==> src/hdl/shpd_pkg.sv <==
`timescale 1ns / 1ps
// ---------------------------------------------------------------------------
// shpd_pkg
// Shared types and constants for the sync header packet deframer.
// ---------------------------------------------------------------------------
package shpd_pkg;

    // configuration register indexes
    localparam logic [1:0] REG_HEADER_PATTERN   = 2'd0;
    localparam logic [1:0] REG_MAX_FRAME_LENGTH = 2'd1;
    localparam logic [1:0] REG_ENDPOINT_COUNT   = 2'd2;

    localparam int unsigned CFG_INDEX_W = 2;
    localparam int unsigned CFG_DATA_W  = 32;

    // reset values of the registers
    localparam logic [31:0] RST_HEADER_PATTERN   = 32'h0FAA_55F0;
    localparam logic [15:0] RST_MAX_FRAME_LENGTH = 16'd1024;
    localparam logic [15:0] RST_ENDPOINT_COUNT   = 16'd16;

    // length field counts the two endpoint bytes as well
    localparam logic [15:0] EP_FIELD_BYTES = 16'd2;

    // result queue depth default
    localparam int unsigned QUEUE_DEPTH = 4;

    typedef enum logic [1:0] {
        EV_DATA    = 2'd0,
        EV_EMPTY   = 2'd1,
        EV_LEN_REJ = 2'd2,
        EV_EP_REJ  = 2'd3
    } t_event_kind;

    typedef struct packed {
        logic [31:0] header_pattern;
        logic [15:0] max_frame_length;
        logic [15:0] endpoint_count;
    } t_cfg;

    typedef struct packed {
        t_event_kind event_kind;
        logic [15:0] endpoint;
        logic [7:0]  data_byte;
        logic [15:0] byte_index;
        logic        last;
    } t_result;

endpackage

==> src/hdl/shpd_front.sv <==
`timescale 1ns / 1ps
// ---------------------------------------------------------------------------
// shpd_front
// Byte parser: header hunt, length and endpoint fields, payload indexing.
// ---------------------------------------------------------------------------
module shpd_front
    import shpd_pkg::*;
(
    input  logic       i_clk,
    input  logic       i_rst_n,
    input  logic       i_accept,
    input  logic [7:0] i_rx_byte,
    input  t_cfg       i_cfg,
    output logic       o_res_valid,
    output t_result    o_res
);

    typedef enum logic [3:0] {
        PH_HUNT = 4'b0001,
        PH_LEN  = 4'b0010,
        PH_EP   = 4'b0100,
        PH_DATA = 4'b1000
    } t_phase;

    t_phase      r_phase, n_phase;
    logic [15:0] r_step,  n_step;
    logic [15:0] r_len,   n_len;
    logic [15:0] r_ep,    n_ep;

    logic [7:0]  expect_byte;
    logic [15:0] field_full;
    logic [15:0] len_full_ep;
    logic        fin;

    assign expect_byte = 8'(i_cfg.header_pattern >> {r_step[1:0], 3'b000});
    // little-endian field: high byte arrives second
    assign field_full  = {i_rx_byte, r_len[7:0]};
    assign len_full_ep = {i_rx_byte, r_ep[7:0]};
    assign fin = ({1'b0, r_step} + 17'd1) >= {1'b0, r_len};

    always_comb begin
        n_phase     = r_phase;
        n_step      = r_step;
        n_len       = r_len;
        n_ep        = r_ep;
        o_res_valid = 1'b0;
        o_res       = '{event_kind: EV_DATA, endpoint: 16'd0, data_byte: 8'd0,
                        byte_index: 16'd0, last: 1'b1};
        if (i_accept) begin
            unique case (r_phase)
                PH_HUNT: begin
                    if (i_rx_byte == expect_byte) begin
                        if (r_step[1:0] == 2'd3) begin
                            n_phase = PH_LEN;
                            n_step  = 16'd0;
                        end else begin
                            n_step = r_step + 16'd1;
                        end
                    end else begin
                        // mismatching byte is not retried as a first header byte
                        n_step = 16'd0;
                    end
                end
                PH_LEN: begin
                    if (!r_step[0]) begin
                        n_len  = {8'd0, i_rx_byte};
                        n_step = 16'd1;
                    end else if (field_full > i_cfg.max_frame_length ||
                                 field_full < EP_FIELD_BYTES) begin
                        o_res_valid      = 1'b1;
                        o_res.event_kind = EV_LEN_REJ;
                        n_phase          = PH_HUNT;
                        n_step           = 16'd0;
                    end else begin
                        n_len   = field_full - EP_FIELD_BYTES;
                        n_phase = PH_EP;
                        n_step  = 16'd0;
                    end
                end
                PH_EP: begin
                    if (!r_step[0]) begin
                        n_ep   = {8'd0, i_rx_byte};
                        n_step = 16'd1;
                    end else if (len_full_ep >= i_cfg.endpoint_count) begin
                        o_res_valid      = 1'b1;
                        o_res.event_kind = EV_EP_REJ;
                        o_res.endpoint   = len_full_ep;
                        n_phase          = PH_HUNT;
                        n_step           = 16'd0;
                    end else if (r_len == 16'd0) begin
                        o_res_valid      = 1'b1;
                        o_res.event_kind = EV_EMPTY;
                        o_res.endpoint   = len_full_ep;
                        n_phase          = PH_HUNT;
                        n_step           = 16'd0;
                    end else begin
                        n_ep    = len_full_ep;
                        n_phase = PH_DATA;
                        n_step  = 16'd0;
                    end
                end
                PH_DATA: begin
                    o_res_valid      = 1'b1;
                    o_res.event_kind = EV_DATA;
                    o_res.endpoint   = r_ep;
                    o_res.data_byte  = i_rx_byte;
                    o_res.byte_index = r_step;
                    o_res.last       = fin;
                    if (fin) begin
                        n_phase = PH_HUNT;
                        n_step  = 16'd0;
                    end else begin
                        n_step = r_step + 16'd1;
                    end
                end
                default: begin
                    n_phase = PH_HUNT;
                    n_step  = 16'd0;
                end
            endcase
        end
    end

    always_ff @(posedge i_clk) begin
        if (!i_rst_n) begin
            r_phase <= PH_HUNT;
            r_step  <= 16'd0;
        end else begin
            r_phase <= n_phase;
            r_step  <= n_step;
        end
    end

    always_ff @(posedge i_clk) begin
        r_len <= n_len;
        r_ep  <= n_ep;
    end

    // field bytes counted with one bit only
    a_field_step: assert property (@(posedge i_clk) disable iff (!i_rst_n)
        (r_phase == PH_LEN || r_phase == PH_EP) |-> r_step < 16'd2)
        else $error("field step count out of range");

    // payload index stays below the payload length
    a_data_index: assert property (@(posedge i_clk) disable iff (!i_rst_n)
        (r_phase == PH_DATA) |-> r_step < r_len)
        else $error("payload index overran length");

endmodule

==> src/hdl/shpd_queue.sv <==
`timescale 1ns / 1ps
// ---------------------------------------------------------------------------
// shpd_queue
// Result queue between parser and output port.
// ---------------------------------------------------------------------------
module shpd_queue
    import shpd_pkg::*;
#(
    parameter int unsigned DEPTH = QUEUE_DEPTH
) (
    input  logic    i_clk,
    input  logic    i_rst_n,
    input  logic    i_push,
    input  t_result i_wdata,
    input  logic    i_pop,
    output t_result o_rdata,
    output logic    o_full,
    output logic    o_empty
);

    localparam int unsigned PTR_W = (DEPTH > 1) ? $clog2(DEPTH) : 1;
    localparam int unsigned CNT_W = $clog2(DEPTH + 1);

    t_result            r_mem [DEPTH];
    logic [PTR_W-1:0]   r_wr_ptr, n_wr_ptr;
    logic [PTR_W-1:0]   r_rd_ptr, n_rd_ptr;
    logic [CNT_W-1:0]   r_count,  n_count;
    logic               do_push, do_pop;

    assign o_full  = (r_count == CNT_W'(DEPTH));
    assign o_empty = (r_count == '0);
    assign o_rdata = r_mem[r_rd_ptr];
    assign do_push = i_push && !o_full;
    assign do_pop  = i_pop && !o_empty;

    always_comb begin
        n_wr_ptr = r_wr_ptr;
        n_rd_ptr = r_rd_ptr;
        n_count  = r_count;
        if (do_push) begin
            n_wr_ptr = (r_wr_ptr == PTR_W'(DEPTH - 1)) ? '0 : r_wr_ptr + 1'b1;
        end
        if (do_pop) begin
            n_rd_ptr = (r_rd_ptr == PTR_W'(DEPTH - 1)) ? '0 : r_rd_ptr + 1'b1;
        end
        if (do_push && !do_pop) begin
            n_count = r_count + 1'b1;
        end else if (do_pop && !do_push) begin
            n_count = r_count - 1'b1;
        end
    end

    always_ff @(posedge i_clk) begin
        if (!i_rst_n) begin
            r_wr_ptr <= '0;
            r_rd_ptr <= '0;
            r_count  <= '0;
        end else begin
            r_wr_ptr <= n_wr_ptr;
            r_rd_ptr <= n_rd_ptr;
            r_count  <= n_count;
        end
    end

    always_ff @(posedge i_clk) begin
        if (do_push) begin
            r_mem[r_wr_ptr] <= i_wdata;
        end
    end

    // parser must never offer a result the queue cannot take
    a_no_overflow: assert property (@(posedge i_clk) disable iff (!i_rst_n)
        i_push |-> !o_full)
        else $error("result dropped on full queue");

    // occupancy agrees with the pointers: they meet when the queue is empty or full
    a_count_ptrs: assert property (@(posedge i_clk) disable iff (!i_rst_n)
        (r_count == '0 || r_count == CNT_W'(DEPTH)) |-> r_wr_ptr == r_rd_ptr)
        else $error("queue pointers disagree with count");

endmodule

==> src/hdl/sync_header_packet_deframer.sv <==
`timescale 1ns / 1ps
// ---------------------------------------------------------------------------
// sync_header_packet_deframer
// Sync header hunt, length/endpoint parse and payload byte tagging.
// ---------------------------------------------------------------------------
// Usage
//  - Input channel: one received byte per transaction on i_rx_byte, taken at
//    a clock edge with push high and full low.
//  - Result channel: oldest result on o_event_kind/o_endpoint/o_data_byte/
//    o_byte_index/o_last while empty is low; taken when pop is high.
//  - Config: i_cfg_wr_en writes i_cfg_wdata to register i_cfg_index
//    (0 header pattern, 1 max frame length, 2 endpoint count). Write only
//    while the block is idle; index 3 is ignored.
//  - Throughput: one byte per cycle while full is low; each byte is parsed combinationally.
//  - Latency: a result enters the queue at the edge its byte is taken and is
//    visible (empty low) in the following cycle.
//  - Stall: results gather in a DEPTH-entry queue (QUEUE_DEPTH by default);
//    full rises only when the queue is full, so the receiver may stall that
//    many results before the byte stream is held off.
//  - Reset: parser returns to the header hunt, queue empties, registers
//    take their default values.
// ---------------------------------------------------------------------------
module sync_header_packet_deframer
    import shpd_pkg::*;
#(
    parameter int unsigned DEPTH = QUEUE_DEPTH
) (
    input  logic                   i_clk,
    input  logic                   i_rst_n,
    // byte input
    input  logic                   push,
    output logic                   full,
    input  logic [7:0]             i_rx_byte,
    // results
    output logic                   empty,
    input  logic                   pop,
    output logic [1:0]             o_event_kind,
    output logic [15:0]            o_endpoint,
    output logic [7:0]             o_data_byte,
    output logic [15:0]            o_byte_index,
    output logic                   o_last,
    // configuration
    input  logic                   i_cfg_wr_en,
    input  logic [CFG_INDEX_W-1:0] i_cfg_index,
    input  logic [CFG_DATA_W-1:0]  i_cfg_wdata
);

    t_cfg    r_cfg;
    logic    accept;
    logic    res_valid;
    t_result res;
    t_result q_head;

    // register file; writes to the unused index fall through
    always_ff @(posedge i_clk) begin
        if (!i_rst_n) begin
            r_cfg.header_pattern   <= RST_HEADER_PATTERN;
            r_cfg.max_frame_length <= RST_MAX_FRAME_LENGTH;
            r_cfg.endpoint_count   <= RST_ENDPOINT_COUNT;
        end else if (i_cfg_wr_en) begin
            unique case (i_cfg_index)
                REG_HEADER_PATTERN:   r_cfg.header_pattern   <= i_cfg_wdata;
                REG_MAX_FRAME_LENGTH: r_cfg.max_frame_length <= i_cfg_wdata[15:0];
                REG_ENDPOINT_COUNT:   r_cfg.endpoint_count   <= i_cfg_wdata[15:0];
                default: ;
            endcase
        end
    end

    // a byte may yield one result, so hold off whenever the queue is full
    assign accept = push && !full;

    shpd_front u_front (
        .i_clk       (i_clk),
        .i_rst_n     (i_rst_n),
        .i_accept    (accept),
        .i_rx_byte   (i_rx_byte),
        .i_cfg       (r_cfg),
        .o_res_valid (res_valid),
        .o_res       (res)
    );

    shpd_queue #(
        .DEPTH (DEPTH)
    ) u_queue (
        .i_clk   (i_clk),
        .i_rst_n (i_rst_n),
        .i_push  (res_valid),
        .i_wdata (res),
        .i_pop   (pop),
        .o_rdata (q_head),
        .o_full  (full),
        .o_empty (empty)
    );

    assign o_event_kind = q_head.event_kind;
    assign o_endpoint   = q_head.endpoint;
    assign o_data_byte  = q_head.data_byte;
    assign o_byte_index = q_head.byte_index;
    assign o_last       = q_head.last;

endmodule
==> config.mk <==
export PLATFORM = sky130hd
export DESIGN_NAME = sync_header_packet_deframer
export DESIGN_NICKNAME = d
export VERILOG_FILES = /design/src/hdl/shpd_pkg.sv /design/src/hdl/shpd_front.sv /design/src/hdl/shpd_queue.sv /design/src/hdl/sync_header_packet_deframer.sv
export SDC_FILE = /design/constraint.sdc
export NUM_CORES = 1
export LEC_CHECK = 0
export BUFFER_PORTS_ARGS = -buffer_cell sky130_fd_sc_hd__buf_4
export CAP_MARGIN = 20
export CORE_AREA = 2 2 169 171
export CTS_BUF_LIST = sky130_fd_sc_hd__clkbuf_4
export CTS_CLUSTER_DIAMETER = 40
export DETAILED_ROUTE_END_ITERATION = 12
export DIE_AREA = 0 0 171 173
export PLACE_DENSITY_LB_ADDON = 0.2
export SKIP_LAST_GASP = 1
export SLEW_MARGIN = 30
export SYNTH_ARGS = -nofsm -noshare
export SYNTH_HDL_FRONTEND = slang
export SYNTH_SLANG_ARGS = --single-unit
==> constraint.sdc <==
create_clock -name i_clk -period 12.2 [get_ports i_clk]
set_clock_uncertainty 0.2 [all_clocks]
set_input_delay 2.44 -clock i_clk [delete_from_list [all_inputs] [get_ports i_clk]]
set_output_delay 2.44 -clock i_clk [all_outputs]
set_load 0.01 [all_outputs]
==> impl_metrics.tcl, run 1 <==
set metrics [dict create \
    p_leak_nw 5.49 \
    hold_class "reg -> reg" \
    antenna_left 0 \
    netSwitchingPower_w 0.000596 \
    finalMaxSlewViolations 0 \
    design_area_mm2 0.0158 \
    clockRootBuffer "clkbuf_4" \
    cp_data_required_time_ps 12600 \
    routed_via_density 5.41 \
    power_density_mw_per_mm2 149 \
    routed_wl_mm 30.1 \
    cts-resized-gates 0 \
    antenna_found_initial 1 \
    clockBufferDepth 3 \
    drtIter0Drc 518 \
    finalCritPeriodShare_pct 45.1 \
    synthArstFlopShare_pct 0 \
    ir_drop_uv 73.0 \
    start_util_pct 49.6 \
    p_seq_share_pct 46.6 \
    slew_headroom_pct 37.1 \
    netlist_top_cells_area "edfxtp_1, dfxtp_1, mux4_2, ha_1, nand2_1" \
    worst_setup_path_end_kind "flip-flop" \
    ys_ff_latch 297 \
    vias 8907 \
    dp_slack_ps 6000 \
    criticalPathCategory "in -> reg" \
    path_max_fanout 10 \
    hold_violations 0 \
    synth_flop_cell "edfxtp_1" \
    drtPass1Iterations 5 \
    min_period_ps 5500 \
    pwr-share-clk_pct 36.9 \
    die_w_um 171 \
    synthesis.nets 1189 \
    fmaxAchievable_mhz 182 \
    cts_tree "yes" \
    netlist.area_leader.share_pct 44.7 \
    p_sw_share_pct 25.4 \
    area_growth_pct 14.9 \
    synthTopCellsByCount "edfxtp_1, nand2_1, dfxtp_1, inv_1, ha_1" \
    fill_cells 2390 \
    wire_per_inst_um 18.3 \
    avgSynthCellArea_um2 12.7 \
    drc 0 \
    htree_levels 3 \
    drive_gt1_share_pct 24.2 \
    rsz0062_at_grt "no" \
    placed_cell_area_mm2 0.0147 \
    nNetsFinal 1310 \
    fin_tns_setup_ps 0 \
    tightest_slew_ps 940 \
    timing.final.ws_setup_ps 6700 \
    cts_setup_buffers 0 \
    status "finished clean" \
    seq_area_mm2 0.00799 \
    numCtsBuffers 77 \
    grt_pass1_wl_mm 48.1 \
    p_int_w 0.00175 \
    clkSlewWorstSetupHoldPaths_ps 60 \
    pwr-share-comb_pct 16.5 \
    synthDistinctLibCells 62 \
    rows 61 \
    drv_cap 0 \
    cp-start-kind "input port" \
    syn_area_mm2 0.0137 \
    die_h_um 173 \
    cts_sinks 297 \
    yosysSeqAreaShare_pct 58.2 \
    cts_hold_buf 0 \
    synth_warnings 0 \
    core_area_mm2 0.0276 \
    grt_max_degree 100 \
    setup-violations-final 0 \
    gp_congestion 0.828 \
    worstPathArrival_ps 5900 \
    grt.overflow.total 0 \
    yosys.area.top_type "edfxtp_1" \
    worstSkewPairLatency_ps 680 \
    design.die.area_mm2 0.0296 \
    ioPinCount 92 \
    dp_hpwl_mm 19.6 \
    yosysMostFrequentCell "edfxtp_1" \
    hold_ws_ps 262 \
    post-route-util_pct 57.0 \
    synth_edf_count 204 \
    multiInputGateArea_mm2 0.00529 \
    io_buffers 91 \
    globalRouteTotalUtil_pct 20.9 \
    postSynthCellCount 1084 \
    grt_pass1_vias 9015 \
]
[cell families after synthesis]
family | Yosys count | synth area share, %
AND/OR/NAND/NOR | 367 | 13.4
flip-flops | 297 | 58.2
AO/OA/AOI/OAI | 153 | 8.43
buffers and inverters | 118 | 3.38
multiplexers | 58 | 9.05
adder cells (fa/ha/maj) | 58 | 5.35
XOR/XNOR | 33 | 2.16
[cells in the final DEF, fill, tap and decap left out, drive strengths merged, types with 20 or more instances in the layout]
master  Yosys  final
clkbuf     45    111
nand3      31     31
xnor2      23     23
clkinv      0     24
inv        58     60
a21oi      22     22
nor3       20     20
a21boi     58     58
dfxtp      93     93
buf        15    102
mux4       51     51
nand2     150    150
and2       34     34
edfxtp    204    204
nor2       41     41
and3       27     27
ha         57     57
[sequential cells by signal, summed over array words and instances, names as in the netlist, named ones only]
signal and cells:
u_queue.r_mem 172, r_cfg 64, u_front.r_ep 16, u_front.r_len 16, u_front.r_step 16, u_front.r_phase 4
u_queue.r_count 3, u_queue.r_rd_ptr 2, u_queue.r_wr_ptr 2
[area by class of cell]
cell class	count	share of cell area (%)
sequential	297	50.7
multi-input combinational	669	33.6
clock buffer	111	5.29
timing repair buffer	102	4.88
tap	378	3.00
inverter	58	1.38
clock inverter	29	1.18
antenna	1	0.0159
[path summary, 6_finish.rpt]
| path | startpoint | end | slack (ps) | cells after the start |
|---|---|---|---|---|
| max | i_rx_byte[6] | u_queue.r_count[2]$_SDFFE_PN0P_ | 6700 | 14 |
| min | r_cfg[35]$_SDFFE_PN0P_ | r_cfg[35]$_SDFFE_PN0P_ | 260 | 2 |
| max reg2reg | u_front.r_step[1]$_SDFFE_PN0P_ | u_front.r_step[11]$_SDFFE_PN0P_ | 7130 | 12 |
| min reg2reg | r_cfg[35]$_SDFFE_PN0P_ | r_cfg[35]$_SDFFE_PN0P_ | 260 | 2 |
[power groups by stage]
stage               Clock (W)  Combinational, W  Sequential (W)
finish               0.000865          0.000387         0.00109
CTS                  0.000894          0.000397         0.00109
detailed placement          0          0.000396         0.00111
global placement            0          0.000393         0.00111
floorplan                   0          0.000250         0.00111
global route         0.000945          0.000423         0.00109
[worst max-delay path, cell delays in order]
cell and delay [ps]:
buf_4 170, ha_1 330, nand4_1 160, nor3_1 220
a22oi_1 110, a31oi_1 300, o21ai_1 130, a311oi_2 660
ha_1 310, inv_1 60, fa_1 370, xor2_1 170
or3_1 300, a21boi_0 160
[per-layer routing]
layer  up-vias  GRT usage (%)  routed length, um
met5         -              0                  0
met4         0           8.40                631
met3        44           4.67               1830
met2       269           33.2              14500
met1      4311           27.9              13100
li1       4283              -                  -
[stage by stage]
stage               total power (W)  cells
floorplan                   0.00136   1084
global placement            0.00150   1504
detailed placement          0.00151   1504
CTS                         0.00238   1644
global route                0.00246   1645
finish                      0.00234   1645
Power figures use the tool's default switching activity.
==> run 2: changes to the inputs <==
--- a/config.mk
+++ b/config.mk
@@ -5,6 +5,7 @@
 export SDC_FILE = /design/constraint.sdc
 export NUM_CORES = 1
 export LEC_CHECK = 0
+export ABC_AREA = 1
 export BUFFER_PORTS_ARGS = -buffer_cell sky130_fd_sc_hd__buf_4
 export CAP_MARGIN = 20
 export CORE_AREA = 2 2 169 171
==> constraint.sdc (replaced) <==
create_clock -name i_clk -period 4.6 [get_ports i_clk]
set_clock_uncertainty 0.2 [all_clocks]
set_input_delay 0.92 -clock i_clk [delete_from_list [all_inputs] [get_ports i_clk]]
set_output_delay 0.92 -clock i_clk [all_outputs]
set_load 0.01 [all_outputs]
==> run 2 against run 1 <==
Synthesized cell count grew 33%. Design area shrank 0.49%. Register-to-register slack lost 6000 ps. Die area is the same. Sequential cell count is the same. Setup slack lost 5700 ps. First-iteration DRC count grew 31%. Area after synthesis shrank 0.43%. Count of clock-buffer cells in the layout shrank 5. Critical path type is now reg -> out. Sequential share of layout area grew 0.24 points. Sequential power grew to 2.7 times the previous value.
==> impl_metrics.tcl, run 2 <==
set metrics [dict create \
    status "finished clean" \
    area_growth_pct 14.9 \
    p_sw_share_pct 31.1 \
    grt_max_degree 87 \
    drc 0 \
    synthMuxAreaShare_pct 0 \
    numCtsBuffers 76 \
    power_density_mw_per_mm2 425 \
    worstPathArrival_ps 2450 \
    clkSlewWorstSetupHoldPaths_ps 50 \
    yosysSeqAreaShare_pct 58.5 \
    fmaxAchievable_mhz 280 \
    synthesis.nets 1543 \
    core_area_mm2 0.0276 \
    drive_gt1_share_pct 16.2 \
    drv_cap 0 \
    finalCritPeriodShare_pct 77.7 \
    ioPinCount 92 \
    clockBufferDepth 3 \
    io_buffers 91 \
    cts_sinks 297 \
    htree_levels 3 \
    gp_congestion 0.868 \
    cts_tree "yes" \
    clockRootBuffer "clkbuf_4" \
    netlist_top_cells_area "edfxtp_1, dfxtp_1, nand2_1, nor2_1, o21ai_0" \
    grt_pass1_vias 9634 \
    antenna_found_initial 2 \
    final_common_cell "nand2_1" \
    antenna_left 0 \
    p_leak_nw 6.28 \
    hold_class "reg -> reg" \
    start_util_pct 49.4 \
    drtIter0Drc 679 \
    worstSkewPairLatency_ps 700 \
    final_cells 1989 \
    vias 10400 \
    final_cell_mix "nand2_1, nor2_1, edfxtp_1, o21ai_0, inv_1" \
    yosys.area_share.simple_pct 17.5 \
    nNetsFinal 1664 \
    finalMaxSlewViolations 0 \
    netSwitchingPower_w 0.00207 \
    hold_ws_ps 257 \
    avgSynthCellArea_um2 9.50 \
    globalRouteTotalUtil_pct 21.6 \
    ir_drop_uv 163 \
    power_w 0.00666 \
    synthDistinctLibCells 40 \
    routed_wl_mm 32.0 \
    synth_warnings 0 \
    wire_per_inst_um 16.1 \
    setup-violations-final 0 \
    drtPass1Iterations 5 \
    pwr-share-comb_pct 24.6 \
    grt.overflow.total 0 \
    grt_pass1_wl_mm 50.6 \
    synth_edf_count 204 \
    cp-start-kind "flip-flop" \
    rows 61 \
    p_seq_share_pct 43.7 \
    synth_compound_area_share_pct 11.3 \
    worst_setup_path_end_kind "output pin" \
    yosysMostFrequentCell "nand2_1" \
    design.die.area_mm2 0.0296 \
    cts-resized-gates 0 \
    post-route-util_pct 56.8 \
    cts_setup_buffers 0 \
    top_register "u_queue.r_mem" \
    cts_hold_buf 0 \
    synthAdderAreaFrac_pct 5.37 \
    ys_ff_latch 297 \
    synth_top_family_by_area "simple AND/OR/NAND/NOR gates" \
    largestRegisters "u_queue.r_mem: 172 flops, r_cfg: 64 flops" \
    hold_violations 0 \
    die_h_um 173 \
    min_period_ps 3570 \
    cp_data_required_time_ps 3480 \
    path_max_fanout 56 \
    yosys.area.top_type "edfxtp_1" \
    slew_headroom_pct 40.7 \
    dp_hpwl_mm 21.1 \
    syn_area_mm2 0.0137 \
    rsz0062_at_grt "no" \
    postSynthCellCount 1438 \
    synthTopCellsByCount "nand2_1, nor2_1, edfxtp_1, o21ai_0, inv_1" \
    largest_reg_flops 172 \
    netlist.area_leader.share_pct 44.9 \
    routed_via_density 5.21 \
    p_int_w 0.00459 \
    synth_xor_area_share_pct 1.40 \
    dp_cells 1859 \
    die_w_um 171 \
    synth_flop_cell "edfxtp_1" \
    fin_tns_setup_ps 0 \
    pwr-share-clk_pct 31.7 \
    tightest_slew_ps 884 \
    synthArstFlopShare_pct 0 \
    criticalPathCategory "reg -> out" \
]
-- run 2: changes by cell type in the layout (fill, tap and decap cells not counted), moves of 47 or more --
cell | before | now
nand2_1 | 150 | 222
nor2_1 | 41 | 210
a21boi_0 | 47 | 0
inv_1 | 58 | 129
a21oi_1 | 22 | 85
o21ai_0 | 12 | 153
-- run 2: stage by stage --
stage | setup WS, ps | instance area [um2]
6_report | 1030 | 15700
5_1_grt | 776 | 15700
4_1_cts | 966 | 15700
3_5_place_dp | 738 | 14800
3_3_place_gp | 827 | 14800
2_1_floorplan | -14.4 | 13700
-- run 2: cell type report --
cell class,count,area [um2]
inverter,138,522
fill,2481,11900
clock inverter,22,109
sequential,297,7990
tap,378,473
timing repair buffer,109,881
antenna,2,5.00
multi-input combinational,937,4910
clock buffer,106,796
-- run 2: kinds of logic after synthesis --
family          after synthesis
compound gates              292
xor+xnor                     21
fa+ha+maj                    58
buf+inv                     204
flops                       297
simple gates                566
-- run 2: power by group through the flow --
stage,Combinational [W],Sequential [W],Clock [W]
2_1_floorplan,0.000931,0.00296,0
3_3_place_gp,0.00165,0.00297,0
3_5_place_dp,0.00166,0.00297,0
4_1_cts,0.00166,0.00291,0.00217
5_1_grt,0.00182,0.00291,0.00231
6_report,0.00164,0.00291,0.00211
-- run 2: final timing paths --
kind                             startpoint                               to  slack [ps]  cells after the start
max                               flip-flop                  o_byte_index[0]        1030                      5
max reg2reg  u_front.r_step[1]$_SDFFE_PN0P_  u_front.r_step[14]$_SDFFE_PN0P_        1120                     21
min                  r_cfg[55]$_SDFFE_PN1P_           r_cfg[55]$_SDFFE_PN1P_         260                      2
min reg2reg          r_cfg[55]$_SDFFE_PN1P_           r_cfg[55]$_SDFFE_PN1P_         260                      2
-- run 2: critical path, stage by stage (launching register included) --
cell      delay, ps
dfxtp_2         330
clkinv_2        530
buf_4           440
o21ai_0         170
o22ai_1         120
buf_4           160
-- run 2: routing by layer --
layer	share of wire [%]	routed length, um	vias up	global-route usage (%)
li1	-	-	5195	-
met1	45	14300	4840	29.3
met2	47	15200	287	34.7
met3	6.0	1910	47	4.88
met4	1.8	573	0	6.71
met5	0	0	-	0
==> run 3: changes to the inputs <==
==> constraint.sdc (replaced) <==
create_clock -name i_clk -period 3.2 [get_ports i_clk]
set_clock_uncertainty 0.2 [all_clocks]
set_input_delay 0.64 -clock i_clk [delete_from_list [all_inputs] [get_ports i_clk]]
set_output_delay 0.64 -clock i_clk [all_outputs]
set_load 0.01 [all_outputs]
==> run 3 against run 2 <==
Global-route usage up 1.4 points. Critical path type is now reg -> reg. Sequential cell count unchanged. Critical path depth up 16. Count of clock-buffer cells in the layout up 2. Register-to-register slack worse by 1100 ps. Worst hold slack worse by 220 ps. Largest power group unchanged. Clock power up 52%. Non-clock buffer count up 74. Wire length up 6.0%. Final cell count up 4.6%. Setup slack worse by 1000 ps. Sequential power up 44%.
==> impl_metrics.tcl, run 3 (synthesis gave the netlist of run 2 again) <==
set metrics [dict create \
    power_density_mw_per_mm2 589 \
    worst_setup_path_end_kind "flip-flop" \
    routed_wl_mm 33.9 \
    cts_sinks 297 \
    drtIter0Drc 797 \
    die_w_um 171 \
    fmaxAchievable_mhz 313 \
    top_usage_layer "met2" \
    final_common_cell "nand2_1" \
    min_period_ps 3200 \
    grt_pass1_vias 10600 \
    ir_drop_uv 460 \
    grt_use_met3_pct 4.01 \
    htree_levels 3 \
    design.die.area_mm2 0.0296 \
    tightest_slew_ps 852 \
    start_util_pct 49.4 \
    routed_via_density 5.23 \
    drtPass1Iterations 9 \
    finalMaxSlewViolations 0 \
    hold_ws_ps 39.4 \
    hold_class "in -> reg" \
    final_cells 2080 \
    globalRouteTotalUtil_pct 23.0 \
    wire_per_inst_um 16.3 \
    p_leak_nw 6.74 \
    grt.overflow.total 0 \
    antenna_left 0 \
    drc 0 \
    cp-start-kind "flip-flop" \
    nNetsFinal 1740 \
    clkSlewWorstSetupHoldPaths_ps 60 \
    core_area_mm2 0.0276 \
    finalCritPeriodShare_pct 100 \
    largest_reg_flops 172 \
    numCtsBuffers 77 \
    hold_violations 0 \
    status "finished clean" \
    cp_data_required_time_ps 3580 \
    rrSetupSlack_ps 0.7 \
    largestRegisters "u_queue.r_mem: 172 flops, r_cfg: 64 flops" \
    worstPathArrival_ps 3580 \
    clockBufferDepth 3 \
    drv_cap 0 \
    slew_headroom_pct 42.9 \
    grt_use_met1_pct 30.5 \
    grt_max_degree 87 \
    io_buffers 91 \
    grt_pass1_wl_mm 53.9 \
    vias 10900 \
    dp_hpwl_mm 21.8 \
    final_cell_mix "nand2_1, nor2_1, edfxtp_1, buf_4, o21ai_0" \
    worstSkewPairLatency_ps 700 \
    rows 61 \
    ioPinCount 92 \
    die_h_um 173 \
    top_register "u_queue.r_mem" \
    gp_congestion 0.895 \
    clockRootBuffer "clkbuf_4" \
    drive_gt1_share_pct 20.9 \
    antenna_found_initial 1 \
    grt_util_met2_pct 37.9 \
    dp_cells 1899 \
    setup-violations-final 0 \
    cts_tree "yes" \
    area_growth_pct 22.3 \
    path_max_fanout 6 \
    rsz0062_at_grt "yes" \
    criticalPathCategory "reg -> reg" \
]
run 3: changes by cell type in the layout (fill, tap and decap cells not counted), moves of 4 or more:
cell	delta
clkinv_1	+12
dlygate4sd3_1	+24
dfxtp_1	-4
nand2_1	-8
nand2_2	+4
nor2_1	-4
buf_4	+48
nand3_2	+4
ha_1	-6
ha_4	+6
nand3_1	-7
run 3: through the flow:
step	power [W]	cell area (um2)	setup slack [ps]	TNS (ps)	utilization, %
after global placement	0.00667	15100	-162	-21190	54.6
after detailed placement	0.00671	15100	-224	-31880	54.6
after global routing	0.0104	16700	-157	-1660	60.5
after floorplan	0.00560	13700	-445	-77330	-
final	0.00983	16700	0.708	0	60.5
after CTS	0.00996	16300	64.6	0	59.1
run 3: final cells by class:
class                   count  area [um2]
clock inverters            36         186
well taps                 378         473
flip-flops and latches    297        8000
inverters                 138         520
clock buffers             108         811
multi-input cells         938        5190
repair buffers            183        1510
diodes                      2        5.00
fillers                  2374       10900
run 3: where the power goes:
part | leakage, nW | switching (W) | internal, W
Sequential | 2.65 | 0.0000554 | 0.00413
Clock | 0.577 | 0.00154 | 0.00167
Combinational | 3.52 | 0.00143 | 0.000999
run 3: worst paths after layout:
check / start / end / depth (start not counted)
setup reg to reg: u_front.r_step[1]$_SDFFE_PN0P_ / u_front.r_phase[2]$_SDFFE_PN0P_ / 21
setup / recovery: u_front.r_step[1]$_SDFFE_PN0P_ / u_front.r_phase[2]$_SDFFE_PN0P_ / 21
hold reg to reg: r_cfg[13]$_SDFFE_PN0P_ / r_cfg[13]$_SDFFE_PN0P_ / 2
hold / removal: i_cfg_wdata[1] / r_cfg[33]$_SDFFE_PN0P_ / 3
run 3: critical path: stages (launching register included):
cell and delay, ps:
dfxtp_4 390, ha_4 150, inv_2 50, nor3_4 190
nand2_2 110, nor2_4 170, nand2_4 100, xor2_4 180
ha_4 300, nand2_4 50, nor2_4 80, nand4_1 140
o21bai_1 200, nand2_1 70, nand2_1 80, nand2_2 90
nand2_4 80, nand2_8 130, buf_6 120, nand4_1 90
nand2_1 100, nor2_1 40
run 3: repair_timing:
item,in CTS,in global routing
endpoints found under the hold margin,25,0
gates resized for setup,1,61
pin swaps,0,27
hold buffers,24,0
setup endpoints to repair,1,182
cloned,0,1
setup buffers,0,10
run 3: per-layer routing:
metal | vias up | share of wire, % | wire length, um
met2 | 338 | 49 | 16700
li1 | 5365 | - | -
met4 | 0 | 2.0 | 682
met5 | - | 0 | 0
met1 | 5131 | 43 | 14600
met3 | 47 | 5.8 | 1970
